`src/sv/jas_pkg.sv`:
```
// Shared types, constants and lookup functions for the joystick axis shaper.
// Used by the channel interfaces, the per-axis shaper, the top level and the checker.
// No dependencies.
`timescale 1ns / 1ps
`default_nettype none

package jas_pkg;

  localparam int RAW_W  = 8;
  localparam int CMD_W  = 8;
  localparam int MAG_W  = 7;
  localparam int VEL_W  = 16;
  localparam int CFG_W  = 7;
  localparam int EPS_W  = 15;
  localparam int ADDR_W = 5;
  localparam int DATA_W = 32;

  // raw stick centre
  localparam logic [RAW_W-1:0] AXIS_CENTER = 8'd127;
  localparam logic [MAG_W-1:0] FULL_SCALE  = 7'd127;

  // reciprocal of ten in 11 fractional bits, exact for values below 1029
  localparam logic [7:0] DIV10_MUL   = 8'd205;
  localparam int         DIV10_SHIFT = 11;

  // configuration register indexes
  typedef enum logic [2:0] {
    REG_CENTER_SNAP      = 3'd0,
    REG_DRIVE_DZ         = 3'd1,
    REG_TURN_DZ          = 3'd2,
    REG_FWD_STRAIGHT_LO  = 3'd3,
    REG_SIDE_STRAIGHT_HI = 3'd4,
    REG_TURN_DRIFT_HI    = 3'd5,
    REG_VELOCITY_EPSILON = 3'd6
  } reg_idx_t;

  typedef struct packed {
    logic [CFG_W-1:0] center_snap;
    logic [CFG_W-1:0] drive_dz;
    logic [CFG_W-1:0] turn_dz;
    logic [CFG_W-1:0] fwd_straight_lo;
    logic [CFG_W-1:0] side_straight_hi;
    logic [CFG_W-1:0] turn_drift_hi;
    logic [EPS_W-1:0] velocity_epsilon;
  } cfg_t;

  localparam cfg_t CFG_RESET = '{
    center_snap:      7'd2,
    drive_dz:         7'd4,
    turn_dz:          7'd8,
    fwd_straight_lo:  7'd20,
    side_straight_hi: 7'd10,
    turn_drift_hi:    7'd12,
    velocity_epsilon: 15'd3
  };

  // one accepted stick item
  typedef struct packed {
    logic [RAW_W-1:0]        raw_forward;
    logic [RAW_W-1:0]        raw_strafe;
    logic [RAW_W-1:0]        raw_rotate;
    logic signed [VEL_W-1:0] vel_forward;
    logic signed [VEL_W-1:0] vel_strafe;
    logic signed [VEL_W-1:0] vel_rotate;
    logic                    low_speed;
  } stick_item_t;

  // shaped axis command as sign and magnitude; neg is only set with a nonzero magnitude
  typedef struct packed {
    logic             neg;
    logic [MAG_W-1:0] mag;
  } axis_cmd_t;

  // exponential response curve, rounded
  localparam logic [MAG_W-1:0] EXPO_ROM [128] = '{
    7'd0,
    7'd0, 7'd0, 7'd0, 7'd1, 7'd1, 7'd1, 7'd1, 7'd1, 7'd2, 7'd2,
    7'd2, 7'd2, 7'd2, 7'd3, 7'd3, 7'd3, 7'd3, 7'd4, 7'd4, 7'd4,
    7'd4, 7'd5, 7'd5, 7'd5, 7'd5, 7'd6, 7'd6, 7'd6, 7'd7, 7'd7,
    7'd7, 7'd8, 7'd8, 7'd8, 7'd9, 7'd9, 7'd9, 7'd10, 7'd10, 7'd10,
    7'd11, 7'd11, 7'd12, 7'd12, 7'd13, 7'd13, 7'd14, 7'd14, 7'd15, 7'd15,
    7'd16, 7'd16, 7'd17, 7'd17, 7'd18, 7'd18, 7'd19, 7'd20, 7'd20, 7'd21,
    7'd21, 7'd22, 7'd23, 7'd24, 7'd24, 7'd25, 7'd26, 7'd27, 7'd27, 7'd28,
    7'd29, 7'd30, 7'd31, 7'd32, 7'd32, 7'd33, 7'd34, 7'd35, 7'd36, 7'd37,
    7'd38, 7'd40, 7'd41, 7'd42, 7'd43, 7'd44, 7'd45, 7'd47, 7'd48, 7'd49,
    7'd50, 7'd52, 7'd53, 7'd55, 7'd56, 7'd58, 7'd59, 7'd61, 7'd62, 7'd64,
    7'd66, 7'd67, 7'd69, 7'd71, 7'd73, 7'd75, 7'd77, 7'd79, 7'd81, 7'd83,
    7'd85, 7'd87, 7'd89, 7'd92, 7'd94, 7'd96, 7'd99, 7'd101, 7'd104, 7'd107,
    7'd109, 7'd112, 7'd115, 7'd118, 7'd121, 7'd124, 7'd127
  };

  function automatic logic [MAG_W-1:0] expo_lookup(input logic [MAG_W-1:0] m);
    return EXPO_ROM[m];
  endfunction

  // truncating divide by ten through a reciprocal multiply
  function automatic logic [MAG_W-1:0] div10(input logic [MAG_W-1:0] s);
    logic [MAG_W+8-1:0] p;
    p = {8'd0, s} * {7'd0, DIV10_MUL};
    return MAG_W'(p >> DIV10_SHIFT);
  endfunction

  // zero a command whose sign opposes a velocity above the epsilon
  function automatic axis_cmd_t reversal_gate(input axis_cmd_t c,
                                              input logic signed [VEL_W-1:0] v,
                                              input logic [EPS_W-1:0] eps);
    logic [VEL_W-1:0] vmag;
    logic             moving;
    logic             vel_pos;
    logic             opposes;
    axis_cmd_t        r;
    vmag    = v[VEL_W-1] ? VEL_W'(-v) : VEL_W'(v);
    moving  = vmag > {1'b0, eps};
    vel_pos = !v[VEL_W-1] && (v != '0);
    opposes = (c.mag != '0) && ((!c.neg && v[VEL_W-1]) || (c.neg && vel_pos));
    r = (moving && opposes) ? axis_cmd_t'('0) : c;
    return r;
  endfunction

  function automatic logic signed [CMD_W-1:0] to_cmd(input axis_cmd_t c);
    logic [CMD_W-1:0] m;
    m = {1'b0, c.mag};
    return c.neg ? CMD_W'(-m) : m;
  endfunction

endpackage

`default_nettype wire

```
`src/sv/jas_if.sv`:
```
// Valid/ready channel interfaces for stick items and shaped command items.
// Depends on jas_pkg for field widths.
`timescale 1ns / 1ps
`default_nettype none

interface jas_stick_if;
  logic                                    valid;
  logic                                    ready;
  logic [jas_pkg::RAW_W-1:0]               raw_forward;
  logic [jas_pkg::RAW_W-1:0]               raw_strafe;
  logic [jas_pkg::RAW_W-1:0]               raw_rotate;
  logic signed [jas_pkg::VEL_W-1:0]        vel_forward;
  logic signed [jas_pkg::VEL_W-1:0]        vel_strafe;
  logic signed [jas_pkg::VEL_W-1:0]        vel_rotate;
  logic                                    low_speed;

  modport source (output valid, raw_forward, raw_strafe, raw_rotate,
                  vel_forward, vel_strafe, vel_rotate, low_speed, input ready);
  modport sink   (input valid, raw_forward, raw_strafe, raw_rotate,
                  vel_forward, vel_strafe, vel_rotate, low_speed, output ready);
endinterface

interface jas_cmd_if;
  logic                             valid;
  logic                             ready;
  logic signed [jas_pkg::CMD_W-1:0] cmd_forward;
  logic signed [jas_pkg::CMD_W-1:0] cmd_strafe;
  logic signed [jas_pkg::CMD_W-1:0] cmd_rotate;
  logic                             drift_clamped;

  modport source (output valid, cmd_forward, cmd_strafe, cmd_rotate, drift_clamped,
                  input ready);
  modport sink   (input valid, cmd_forward, cmd_strafe, cmd_rotate, drift_clamped,
                  output ready);
endinterface

`default_nettype wire

```
`src/sv/joystick_axis_shaper.sv`:
```
// Top level of the joystick axis shaper: APB register file, input stage, result stage.
// Depends on jas_pkg, jas_if and jas_axis.
`timescale 1ns / 1ps
`default_nettype none

// Takes one stick item per clock and returns one shaped command item for each.
// An accepted item is held in the input register while the three axis shapers,
// the straight-driving rule and the reversal gates run, and its result lands in
// the output register, from which it is presented; one item per cycle is
// sustained while the command channel takes results. Only back-pressure on the
// command channel stalls the stick channel, and an item is still taken while a
// result waits as long as the input register is free. Registers sit on an APB
// port at byte address 4*index and should be written while no item is in flight.
module joystick_axis_shaper (
  input  wire logic                        clk,
  input  wire logic                        rst,
  jas_stick_if.sink                        stick,
  jas_cmd_if.source                        cmd,
  input  wire logic                        psel,
  input  wire logic                        penable,
  input  wire logic                        pwrite,
  input  wire logic [jas_pkg::ADDR_W-1:0]  paddr,
  input  wire logic [jas_pkg::DATA_W-1:0]  pwdata,
  output logic      [jas_pkg::DATA_W-1:0]  prdata,
  output logic                             pready
);

  jas_pkg::cfg_t        cfg;
  jas_pkg::reg_idx_t    reg_idx;
  logic                 cfg_write;

  logic                 s1_valid;
  jas_pkg::stick_item_t s1_item;
  logic                 s1_move;

  jas_pkg::axis_cmd_t   fwd_shaped;
  jas_pkg::axis_cmd_t   str_shaped;
  jas_pkg::axis_cmd_t   rot_shaped;
  logic                 straight;
  jas_pkg::axis_cmd_t   rot_kept;
  jas_pkg::axis_cmd_t   fwd_gated;
  jas_pkg::axis_cmd_t   str_gated;
  jas_pkg::axis_cmd_t   rot_gated;

  // register port
  assign pready    = 1'b1;
  assign reg_idx   = jas_pkg::reg_idx_t'(paddr[jas_pkg::ADDR_W-1:2]);
  assign cfg_write = psel && penable && pwrite && pready;

  always_ff @(posedge clk) begin
    if (rst) begin
      cfg <= jas_pkg::CFG_RESET;
    end else if (cfg_write) begin
      unique case (reg_idx)
        jas_pkg::REG_CENTER_SNAP:      cfg.center_snap <= pwdata[jas_pkg::CFG_W-1:0];
        jas_pkg::REG_DRIVE_DZ:         cfg.drive_dz <= pwdata[jas_pkg::CFG_W-1:0];
        jas_pkg::REG_TURN_DZ:          cfg.turn_dz <= pwdata[jas_pkg::CFG_W-1:0];
        jas_pkg::REG_FWD_STRAIGHT_LO:  cfg.fwd_straight_lo <= pwdata[jas_pkg::CFG_W-1:0];
        jas_pkg::REG_SIDE_STRAIGHT_HI: cfg.side_straight_hi <= pwdata[jas_pkg::CFG_W-1:0];
        jas_pkg::REG_TURN_DRIFT_HI:    cfg.turn_drift_hi <= pwdata[jas_pkg::CFG_W-1:0];
        jas_pkg::REG_VELOCITY_EPSILON: cfg.velocity_epsilon <= pwdata[jas_pkg::EPS_W-1:0];
        default: ;
      endcase
    end
  end

  // register readback
  always_comb begin
    unique case (reg_idx)
      jas_pkg::REG_CENTER_SNAP:      prdata = jas_pkg::DATA_W'(cfg.center_snap);
      jas_pkg::REG_DRIVE_DZ:         prdata = jas_pkg::DATA_W'(cfg.drive_dz);
      jas_pkg::REG_TURN_DZ:          prdata = jas_pkg::DATA_W'(cfg.turn_dz);
      jas_pkg::REG_FWD_STRAIGHT_LO:  prdata = jas_pkg::DATA_W'(cfg.fwd_straight_lo);
      jas_pkg::REG_SIDE_STRAIGHT_HI: prdata = jas_pkg::DATA_W'(cfg.side_straight_hi);
      jas_pkg::REG_TURN_DRIFT_HI:    prdata = jas_pkg::DATA_W'(cfg.turn_drift_hi);
      jas_pkg::REG_VELOCITY_EPSILON: prdata = jas_pkg::DATA_W'(cfg.velocity_epsilon);
      default:                       prdata = '0;
    endcase
  end

  // pipeline flow control
  assign s1_move     = s1_valid && (!cmd.valid || cmd.ready);
  assign stick.ready = !s1_valid || s1_move;

  // input register
  always_ff @(posedge clk) begin
    if (rst) begin
      s1_valid <= 1'b0;
    end else if (stick.ready) begin
      s1_valid <= stick.valid;
    end
  end

  always_ff @(posedge clk) begin
    if (stick.valid && stick.ready) begin
      s1_item.raw_forward <= stick.raw_forward;
      s1_item.raw_strafe  <= stick.raw_strafe;
      s1_item.raw_rotate  <= stick.raw_rotate;
      s1_item.vel_forward <= stick.vel_forward;
      s1_item.vel_strafe  <= stick.vel_strafe;
      s1_item.vel_rotate  <= stick.vel_rotate;
      s1_item.low_speed   <= stick.low_speed;
    end
  end

  // per-axis shaping
  jas_axis u_fwd (
    .raw      (s1_item.raw_forward),
    .snap     (cfg.center_snap),
    .deadzone (cfg.drive_dz),
    .low      (s1_item.low_speed),
    .cmd      (fwd_shaped)
  );

  jas_axis u_str (
    .raw      (s1_item.raw_strafe),
    .snap     (cfg.center_snap),
    .deadzone (cfg.drive_dz),
    .low      (s1_item.low_speed),
    .cmd      (str_shaped)
  );

  jas_axis u_rot (
    .raw      (s1_item.raw_rotate),
    .snap     (cfg.center_snap),
    .deadzone (cfg.turn_dz),
    .low      (s1_item.low_speed),
    .cmd      (rot_shaped)
  );

  // straight-driving rule drops small rotate
  assign straight = (fwd_shaped.mag >= cfg.fwd_straight_lo) &&
                    (str_shaped.mag <= cfg.side_straight_hi) &&
                    (rot_shaped.mag <= cfg.turn_drift_hi);
  assign rot_kept = straight ? jas_pkg::axis_cmd_t'('0) : rot_shaped;

  // reversal gates
  assign fwd_gated = jas_pkg::reversal_gate(fwd_shaped, s1_item.vel_forward,
                                            cfg.velocity_epsilon);
  assign str_gated = jas_pkg::reversal_gate(str_shaped, s1_item.vel_strafe,
                                            cfg.velocity_epsilon);
  assign rot_gated = jas_pkg::reversal_gate(rot_kept, s1_item.vel_rotate,
                                            cfg.velocity_epsilon);

  // result register
  always_ff @(posedge clk) begin
    if (rst) begin
      cmd.valid <= 1'b0;
    end else if (!cmd.valid || cmd.ready) begin
      cmd.valid <= s1_valid;
    end
  end

  always_ff @(posedge clk) begin
    if (s1_move) begin
      cmd.cmd_forward   <= jas_pkg::to_cmd(fwd_gated);
      cmd.cmd_strafe    <= jas_pkg::to_cmd(str_gated);
      cmd.cmd_rotate    <= jas_pkg::to_cmd(rot_gated);
      cmd.drift_clamped <= straight;
    end
  end

endmodule

`default_nettype wire

```
`src/sv/jas_axis.sv`:
```
// Shapes one stick axis: centre, snap, clamp, deadzone, expo curve, low-speed divide.
// Depends on jas_pkg.
`timescale 1ns / 1ps
`default_nettype none

module jas_axis (
  input  wire logic [jas_pkg::RAW_W-1:0] raw,
  input  wire logic [jas_pkg::CFG_W-1:0] snap,
  input  wire logic [jas_pkg::CFG_W-1:0] deadzone,
  input  wire logic                      low,
  output jas_pkg::axis_cmd_t             cmd
);

  logic                      below;
  logic [jas_pkg::RAW_W-1:0] mag8;
  logic [jas_pkg::MAG_W-1:0] mag;
  logic                      zeroed;
  logic [jas_pkg::MAG_W-1:0] curve;
  logic [jas_pkg::MAG_W-1:0] scaled;

  // centred magnitude and sign
  assign below = raw < jas_pkg::AXIS_CENTER;
  assign mag8  = below ? (jas_pkg::AXIS_CENTER - raw) : (raw - jas_pkg::AXIS_CENTER);

  // clamp the one value above full scale
  assign mag = mag8[jas_pkg::RAW_W-1] ? jas_pkg::FULL_SCALE : mag8[jas_pkg::MAG_W-1:0];

  // snap to centre, then deadzone on the clamped value
  assign zeroed = (mag8 <= {1'b0, snap}) || (mag <= deadzone);

  // response curve and optional tenfold reduction
  assign curve  = jas_pkg::expo_lookup(mag);
  assign scaled = low ? jas_pkg::div10(curve) : curve;

  always_comb begin
    cmd.mag = zeroed ? '0 : scaled;
    cmd.neg = below && (cmd.mag != '0);
  end

endmodule

`default_nettype wire

```
`src/flat_wrapper.sv`:
```
// flat-port wrapper written by rule: the top's interface ports become plain ports
module joystick_axis_shaper_flat 
  (clk, rst, psel, penable, pwrite, paddr, pwdata, prdata, pready, stick_valid, stick_raw_forward, stick_raw_strafe, stick_raw_rotate, stick_vel_forward, stick_vel_strafe, stick_vel_rotate, stick_low_speed, stick_ready, cmd_valid, cmd_cmd_forward, cmd_cmd_strafe, cmd_cmd_rotate, cmd_drift_clamped, cmd_ready);
  jas_stick_if stick_i ();
  jas_cmd_if cmd_i ();
  input  wire logic clk;
  input  wire logic rst;
  input  wire logic psel;
  input  wire logic penable;
  input  wire logic pwrite;
  input  wire logic [jas_pkg::ADDR_W-1:0] paddr;
  input  wire logic [jas_pkg::DATA_W-1:0] pwdata;
  output logic      [jas_pkg::DATA_W-1:0] prdata;
  output logic pready;
  input wire logic [$bits(stick_i.valid)-1:0] stick_valid;
  input wire logic [$bits(stick_i.raw_forward)-1:0] stick_raw_forward;
  input wire logic [$bits(stick_i.raw_strafe)-1:0] stick_raw_strafe;
  input wire logic [$bits(stick_i.raw_rotate)-1:0] stick_raw_rotate;
  input wire logic [$bits(stick_i.vel_forward)-1:0] stick_vel_forward;
  input wire logic [$bits(stick_i.vel_strafe)-1:0] stick_vel_strafe;
  input wire logic [$bits(stick_i.vel_rotate)-1:0] stick_vel_rotate;
  input wire logic [$bits(stick_i.low_speed)-1:0] stick_low_speed;
  output wire logic [$bits(stick_i.ready)-1:0] stick_ready;
  output wire logic [$bits(cmd_i.valid)-1:0] cmd_valid;
  output wire logic [$bits(cmd_i.cmd_forward)-1:0] cmd_cmd_forward;
  output wire logic [$bits(cmd_i.cmd_strafe)-1:0] cmd_cmd_strafe;
  output wire logic [$bits(cmd_i.cmd_rotate)-1:0] cmd_cmd_rotate;
  output wire logic [$bits(cmd_i.drift_clamped)-1:0] cmd_drift_clamped;
  input wire logic [$bits(cmd_i.ready)-1:0] cmd_ready;
  assign stick_i.valid = stick_valid;
  assign stick_i.raw_forward = stick_raw_forward;
  assign stick_i.raw_strafe = stick_raw_strafe;
  assign stick_i.raw_rotate = stick_raw_rotate;
  assign stick_i.vel_forward = stick_vel_forward;
  assign stick_i.vel_strafe = stick_vel_strafe;
  assign stick_i.vel_rotate = stick_vel_rotate;
  assign stick_i.low_speed = stick_low_speed;
  assign stick_ready = stick_i.ready;
  assign cmd_valid = cmd_i.valid;
  assign cmd_cmd_forward = cmd_i.cmd_forward;
  assign cmd_cmd_strafe = cmd_i.cmd_strafe;
  assign cmd_cmd_rotate = cmd_i.cmd_rotate;
  assign cmd_drift_clamped = cmd_i.drift_clamped;
  assign cmd_i.ready = cmd_ready;
  joystick_axis_shaper u_core (.clk(clk), .rst(rst), .stick(stick_i), .cmd(cmd_i), .psel(psel), .penable(penable), .pwrite(pwrite), .paddr(paddr), .pwdata(pwdata), .prdata(prdata), .pready(pready));
endmodule
```
`config.mk`:
```
export PLATFORM = sky130hd
export DESIGN_NAME = joystick_axis_shaper_flat
export DESIGN_NICKNAME = d
export VERILOG_FILES = /design/src/sv/jas_pkg.sv /design/src/sv/jas_if.sv /design/src/sv/joystick_axis_shaper.sv /design/src/sv/jas_axis.sv /design/src/flat_wrapper.sv
export SDC_FILE = /design/constraint.sdc
export NUM_CORES = 1
export LEC_CHECK = 0
export ABC_AREA = 1
export BUFFER_PORTS_ARGS = -buffer_cell sky130_fd_sc_hd__buf_2
export CAP_MARGIN = 20
export CORE_UTILIZATION = 66
export DETAILED_ROUTE_END_ITERATION = 8
export PLACE_DENSITY = 0.88
export SYNTH_ARGS = -nofsm -noshare
export SYNTH_HDL_FRONTEND = slang
export SYNTH_SLANG_ARGS = --single-unit
```
`constraint.sdc`:
```
create_clock -name clk -period 12.9 [get_ports clk]
set_input_delay 2.58 -clock clk [delete_from_list [all_inputs] [get_ports clk]]
set_output_delay 2.58 -clock clk [all_outputs]
set_load 0.02 [all_outputs]
```
==> Yosys cells after proc, flatten, opt, wreduce, memory -nomap -nowiden <==
Memories as Yosys holds them, arrays and structs flattened.
Cells that the tools add are included.
{ "totals": {"ff_bits": 157, "latch_bits": 0, "ram_bits": 0, "mem_bits_ro": 2688, "input_bits": 117, "out_inout_bits": 60, "elab_cells": 152, "memories": 3} }
{ "mem_list": {"columns": ["memory", "depth", "width", "read_ports", "rd_ports_with_merged_regs", "wr", "line_no", "text"], "rows": [
  ["(name not given)", 128, 7, 1, 0, 0, "jas_pkg.sv:93", "return EXPO_ROM[m];"],
  ["(name not given)", 128, 7, 1, 0, 0, "jas_pkg.sv:93", null],
  ["(name not given)", 128, 7, 1, 0, 0, "jas_pkg.sv:93", null]
]} }
{ "classes": {"addsub": 12, "multipliers": 3, "div": 0, "order_cmp": 18, "n_eq_ne": 6, "n_shift": 0, "n_mux": 29, "bitwise": 3, "n_reduce_logical": 55} }
{ "op_table": {"columns": ["operator", "n"], "rows": [
  ["$mux 7", 18],
  ["$pmux 15 s7", 1],
  ["$mux 8", 7],
  ["$gt 16x15->1", 3],
  ["$mux 16", 3],
  ["$neg 16->16", 3],
  ["$reduce_bool 16->1", 3],
  ["$mul 7x8->15 const B", 3],
  ["$le 7x7->1", 5],
  ["$reduce_bool 7->1", 4],
  ["$ge 8x8->1 const B", 3],
  ["$le 8x7->1", 3],
  ["$logic_and 1x1->1", 24],
  ["$lt 8x7->1 const B", 3],
  ["$neg 7->8", 3],
  ["$not 7->8", 3],
  ["$sub 7x8->8 const A", 3],
  ["$sub 8x7->8 const B", 3],
  ["$reduce_and 2->1", 7],
  ["$eq 3x3->1 const B", 3],
  ["$logic_not 1->1", 8],
  ["$logic_or 1x1->1", 8],
  ["$ge 7x7->1", 1],
  ["$eq 3x2->1 const B", 2],
  ["2 further kinds", 2]
]} }

==> Longest topological paths before layout <==
{ "depth": {"depth_word": 22, "mapped_depth": 62} }

==> Hierarchy <==
Synthesis repeated with hierarchy kept, for this count alone.
{ "hier_totals": {"hier_cells": 2487, "area_unflattened_um2": 17596.9} }
{ "by_module_without_submodules": {"columns": ["mod", "n_inst", "cells_per_inst", "area_per_inst_um2", "seq_area_each_um2"], "rows": [
  ["joystick_axis_shaper", 1, 1025, 9002.4, 4124.0],
  ["jas_axis at u_core.u_fwd", 1, 487, 2914.0, 0.0],
  ["jas_axis at u_core.u_rot", 1, 486, 2845.2, 0.0],
  ["jas_axis at u_core.u_str", 1, 489, 2835.2, 0.0]
]} }

==> Least setup slack after synthesis <==
No wires, ideal clock.
{ "synth_timing": {"kind": "flip-flop to flip-flop", "startpoint": "register u_core.s1_item[65] (netlist name)", "endpoint": "register u_core.cmd.cmd_rotate[6] (data pin)", "setup_time_ns": 0.252, "t_arrival_ns": 7.757, "t_required_ns": 12.648, "slack_ns": 4.891, "stages_incl_launch_ff": 58, "n_path_buf": 2, "cell_sequence": "edfxtp_1 ha_1 nand2_1 inv_1 nand2_1 o21bai_4 nand3_1 nand2_1 inv_4 nand2_4 buf_6 inv_1 ha_1 nor2_1 inv_1 a21oi_1 o21ai_0 nand3_1 [... 22 more ...] o21ai_0 nand2_1 nand2_1 nor2_1 inv_1 nand3_1 inv_1 nand2_2 nand2_2 nand3_4 buf_6 nand2_1 ha_1 inv_1 a21oi_1 nand2_1 nand3_1 nand2_1"} }
{ "synth_via": {"elab_chain_len": 22, "word_cells_on_any_way": 29, "cone_classes": "3 x add/sub; 1 x mul; 4 x order compare; 9 x mux; 1 x bitwise; 10 x reduce/logical; 1 x memory"} }
{ "synth_rtl": {"columns": ["element", "line_no", "text"], "rows": [
  ["start, declared", "joystick_axis_shaper.sv:33", "jas_pkg::stick_item_t s1_item;"],
  ["$sub 8x7->8 (tied with other cells)", "jas_axis.sv:23", "assign mag8 = below ? (jas_pkg::AXIS_CENTER - raw) : (raw - jas_pkg::AXIS_CENTER);"],
  ["$mux 8 (*)", "jas_axis.sv:23", null],
  ["$mux 7", "jas_axis.sv:26", "assign mag = mag8[jas_pkg::RAW_W-1] ? jas_pkg::FULL_SCALE : mag8[jas_pkg::MAG_W-1:0];"],
  ["$not 7->8 (implied by the code)", "jas_pkg.sv:93", null],
  ["$mem_v2 128x7", null, null],
  ["$mux 7 (implied by the code) (2 in series)", "jas_pkg.sv:93", null],
  ["$mul 7x8->15", "jas_pkg.sv:99", "p = {8'd0, s} * {7'd0, DIV10_MUL};"],
  ["$mux 7", "jas_axis.sv:33", "assign scaled = low ? jas_pkg::div10(curve) : curve;"],
  ["[... 4 more ...]", null, null],
  ["net u_core.straight", "joystick_axis_shaper.sv:39", "logic straight;"],
  ["[... 1 more ...]", null, null],
  ["$logic_not 1->1", "jas_pkg.sv:115", "opposes = (c.mag != '0) && ((!c.neg && v[VEL_W-1]) || (c.neg && vel_pos));"],
  ["$logic_and 1x1->1", "jas_pkg.sv:115", null],
  ["$logic_or 1x1->1", "jas_pkg.sv:115", null],
  ["$logic_and 1x1->1", "jas_pkg.sv:115", null],
  ["$logic_and 1x1->1", "jas_pkg.sv:116", "r = (moving && opposes) ? axis_cmd_t'('0) : c;"],
  ["$mux 8 (*)", "jas_pkg.sv:116", null],
  ["$neg 7->8", "jas_pkg.sv:123", "return c.neg ? CMD_W'(-m) : m;"],
  ["$mux 7 (*)", "jas_pkg.sv:123", null],
  ["end signal, assigned", "joystick_axis_shaper.sv:158", "cmd.cmd_rotate <= jas_pkg::to_cmd(rot_gated);"],
  ["end, declared", "jas_if.sv:31", "modport source (output valid, cmd_forward, cmd_strafe, cmd_rotate, drift_clamped,"]
]} }
Mark *: on every way through the listed nets, which the timed path passes. The rest lies on a longest branch. The select of a mux whose other input is x is not followed.
A chain may end at the register's enable or synchronous reset.

==> Worst setup path after layout <==
Same ends and word-level chain as after synthesis.

==> flow_summary_export.csv <==
group,metric,value,unit
outcome,status,"complete, but fails checks",
outcome,failed_checks,"design-rule violations",
floorplanning,row_count,57,
cts,clock_path_buffers,2,
layout,nets,2696,
cts,cts_buffers,17,
setup_path,path_common_cell,"nand2_1",
layout,fin_cells,2654,
pwr,power-per-cell-area,173.4,nW/um2
global_routing,grt_pass1_wl,70480,um
sta,worstMarginPinSlew,0.9722,ns
flow_run,cap_violations,0,
synth,ys.flop_type,"edfxtp_1",
synth,yosys_warnings,0,
sta,fmax,0.09849,GHz
layout,syn_to_final_growth,9.234,%
setup_path,cp-end-kind,"flip-flop",
layout,drive_above_1_share,11.61,%
sta,rsz0062_at_grt,"false",
synth,synthArstFlopShare,0,%
route,vias,15630,
synth,synth_seq_cells,157,
setup_path,path_max_fanout,21,
synth,yosysTopAreaCell,"ha_1",
setup_path,path_depth,53,
pwr,cellLeakagePower,0.008975,uW
cts,cts_tree,"built",
route,viasPerCell,5.888,
synth,synth.avg_cell_area,7.419,um2
sta,timing.final.crit_share,78.71,%
cts,post_cts_resized,0,
route,avgRoutedWirePerCell,16.50,um
setup_path,arrival,10.38,ns
cts,cts_hold_buf,0,
pwr,ir_drop,0.1104,mV
setup_path,slowest_stage,"nor3_1",
floorplanning,core,24250,um2
sta,maxSlewViolCount,0,
setup_path,crit_path_end,"u_core.cmd.cmd_rotate[6]",
setup_path,cp-start-kind,"flip-flop",
synth,synth-xor-area-share,3.604,%
sta,clock_skew,0.02752,ns
global_routing,grt_max_degree,74,
synth,netlist_top_cells_count,"nand2_1, inv_1, ha_1, a21oi_1, nor2_1",
synth,netlist_top_cells_area,"ha_1, edfxtp_1, nand2_1, inv_1, dfxtp_1",
cts,htree_levels,4,
floorplanning,io_pins,177,
route,detail-route-antenna-nets,0,
cts,post_cts_buffers,0,
sta,finalCriticalPeriod,10.15,ns
setup_path,critPathKind,"flip-flop to flip-flop",
route,drc,4,
placed_design,dpl.hpwl,33450,um
global_routing,grt_usage,34.31,%
placed_design,pre_cts_slack,3.001,ns
layout,fillers,1861,
synth,synth_adder_area_share,21.67,%
synth,yosysMostFrequentCell,"nand2_1",
route,first_pass_iters,8,
setup_path,r2r-end,"u_core.cmd.cmd_rotate[6]",
synth,synth-edff-count,98,
setup_path,cp_slowest_stage_delay,0.55,ns
floorplanning,die_x,158.9,um
sta,hold_viol_final,0,
sta,setup_slack,2.747,ns
placed_design,numPortBuffers,139,
setup_path,worst-path-buf-inv,9,
global_routing,grt_pass1_vias,14990,
synth,synth_top_area_share,18.71,%
cts,clkTransAtPathRegs,0.09,ns
global_routing,grt_overflow,0,
setup_path,ff2ff_setup_slack,2.75,ns
setup_path,cp_top_family,"simple AND/OR/NAND/NOR gates",
cts,cts.sinks,157,
sta,holdWs,0.5039,ns
setup_path,critPathLaunch,"u_core.s1_item[65]",
synth,syn_inst,2190,
synth,synth_mux_area_share,0,%
route,dr.first_iter.drc_count,1283,
synth,synth.distinct_cells,64,
setup_path,worst_r2r_path_depth,53,
floorplanning,die_y,158.9,um
setup_path,worst-endpoint-required,13.13,ns
sta,slew_headroom,35.18,%
worst_hold_path,hp-class,"flip-flop to flip-flop",
synth,synthSimpleGateAreaFrac,23.79,%
synth,synth_top_family_by_area,"simple AND/OR/NAND/NOR gates",
sta,fin_tns_setup,0,ns
sta,setup_viol,0,
synth,synth-compound-area-share,15.03,%
floorplanning,start_util,67.00,%
floorplanning,die-area,25250,um2
route,totalWireLength,43790,um
synth,yosysSeqAreaShare,25.38,%
setup_path,r2r-start,"u_core.s1_item[65]",
placed_design,place_congestion,0.9817,
cts,root_buffer,"clkbuf_16",
global_routing,grt_antenna_before_repair,5,
cts,clk_latency,0.46,ns
placed_design,dp.cells,2617,
layout,post-route-util,73.19,%
synth,syn_area,16250,um2
cell usage in the layout (no fill, tap or decap), types with 18 or more instances in the layout:
master and count:
conb_1 18, inv_1 336, nand2_2 24, a21oi_1 155, buf_2 139, nor3_1 28
nand3_1 144, edfxtp_1 98, xor2_1 47, ha_1 243, nand2_1 439, dfxtp_1 59
o21ai_0 146, nor2_1 147, xnor2_1 18, fa_1 24
cell families after synthesis:
group,Yosys count
compound gates,422
xor+xnor,66
fa+ha+maj,267
buf+inv,413
flops,157
other cells,2
simple gates,863
tightest hold or removal path, delay by kind of cell, from the launching register on:
kind / cells / cell delay (ns)
buffers and inverters: 1 / 0.08
DFF: 1 / 0.31
AOI/OAI and AO/OA: 1 / 0.07
flip-flops by register name, summed over array words and instances (netlist names):
| name | count |
|---|---|
| u_core.s1_item | 73 |
| u_core.cmd.cmd_strafe | 8 |
| u_core.cfg | 57 |
| u_core.s1_valid | 1 |
| u_core.cmd.cmd_rotate | 8 |
| u_core.cmd.valid | 1 |
| u_core.cmd.cmd_forward | 8 |
| u_core.cmd.drift_clamped | 1 |
layout make-up:
| type | count | area, um2 | share of cell area [%] |
|---|---|---|---|
| clock buffers | 17 | 425.4 | 2.397 |
| multi-input cells | 1636 | 10490 | 59.08 |
| diodes | 5 | 12.51 | 0.07050 |
| repair buffers | 142 | 738.2 | 4.160 |
| well taps | 324 | 405.4 | 2.284 |
| clock inverters | 15 | 203.9 | 1.149 |
| inverters | 358 | 1353 | 7.621 |
| flip-flops and latches | 157 | 4124 | 23.24 |
stage by stage:
step / instance area (um2) / power (uW)
after floorplan: 16310 / 2084
after global placement: 17080 / 2413
after detailed placement: 17110 / 2506
after CTS: 17730 / 3064
after global routing: 17730 / 3378
final: 17750 / 3077
per-layer routing:
layer | vias to the layer above | track usage [%] | wire (um)
met5 | - | 0 | 0
met3 | 154 | 6.452 | 4068
met2 | 762 | 59.87 | 20940
met4 | 0 | 15.82 | 1706
met1 | 7139 | 40.69 | 17070
li1 | 7573 | - | -
worst min-delay path by stage:
stage                                   to       startpoint  cells after the start
after detailed placement    u_core.cfg[34]   u_core.cfg[34]                      2
after CTS                   u_core.cfg[34]   u_core.cfg[34]                      2
after global routing        u_core.cfg[34]   u_core.cfg[34]                      2
after floorplan             u_core.cfg[28]   u_core.cfg[28]                      2
after global placement    u_core.cmd.valid  u_core.s1_valid                      2
final                     u_core.cmd.valid  u_core.s1_valid                      2
power breakdown:
group / switching [uW] / internal, uW / total (uW)
logic: 1230 / 704 / 1940
clock network: 268 / 269 / 537
registers: 19.0 / 585 / 604
total: 1520 / 1560 / 3080
No activity file was read; power rests on OpenSTA's default activity.
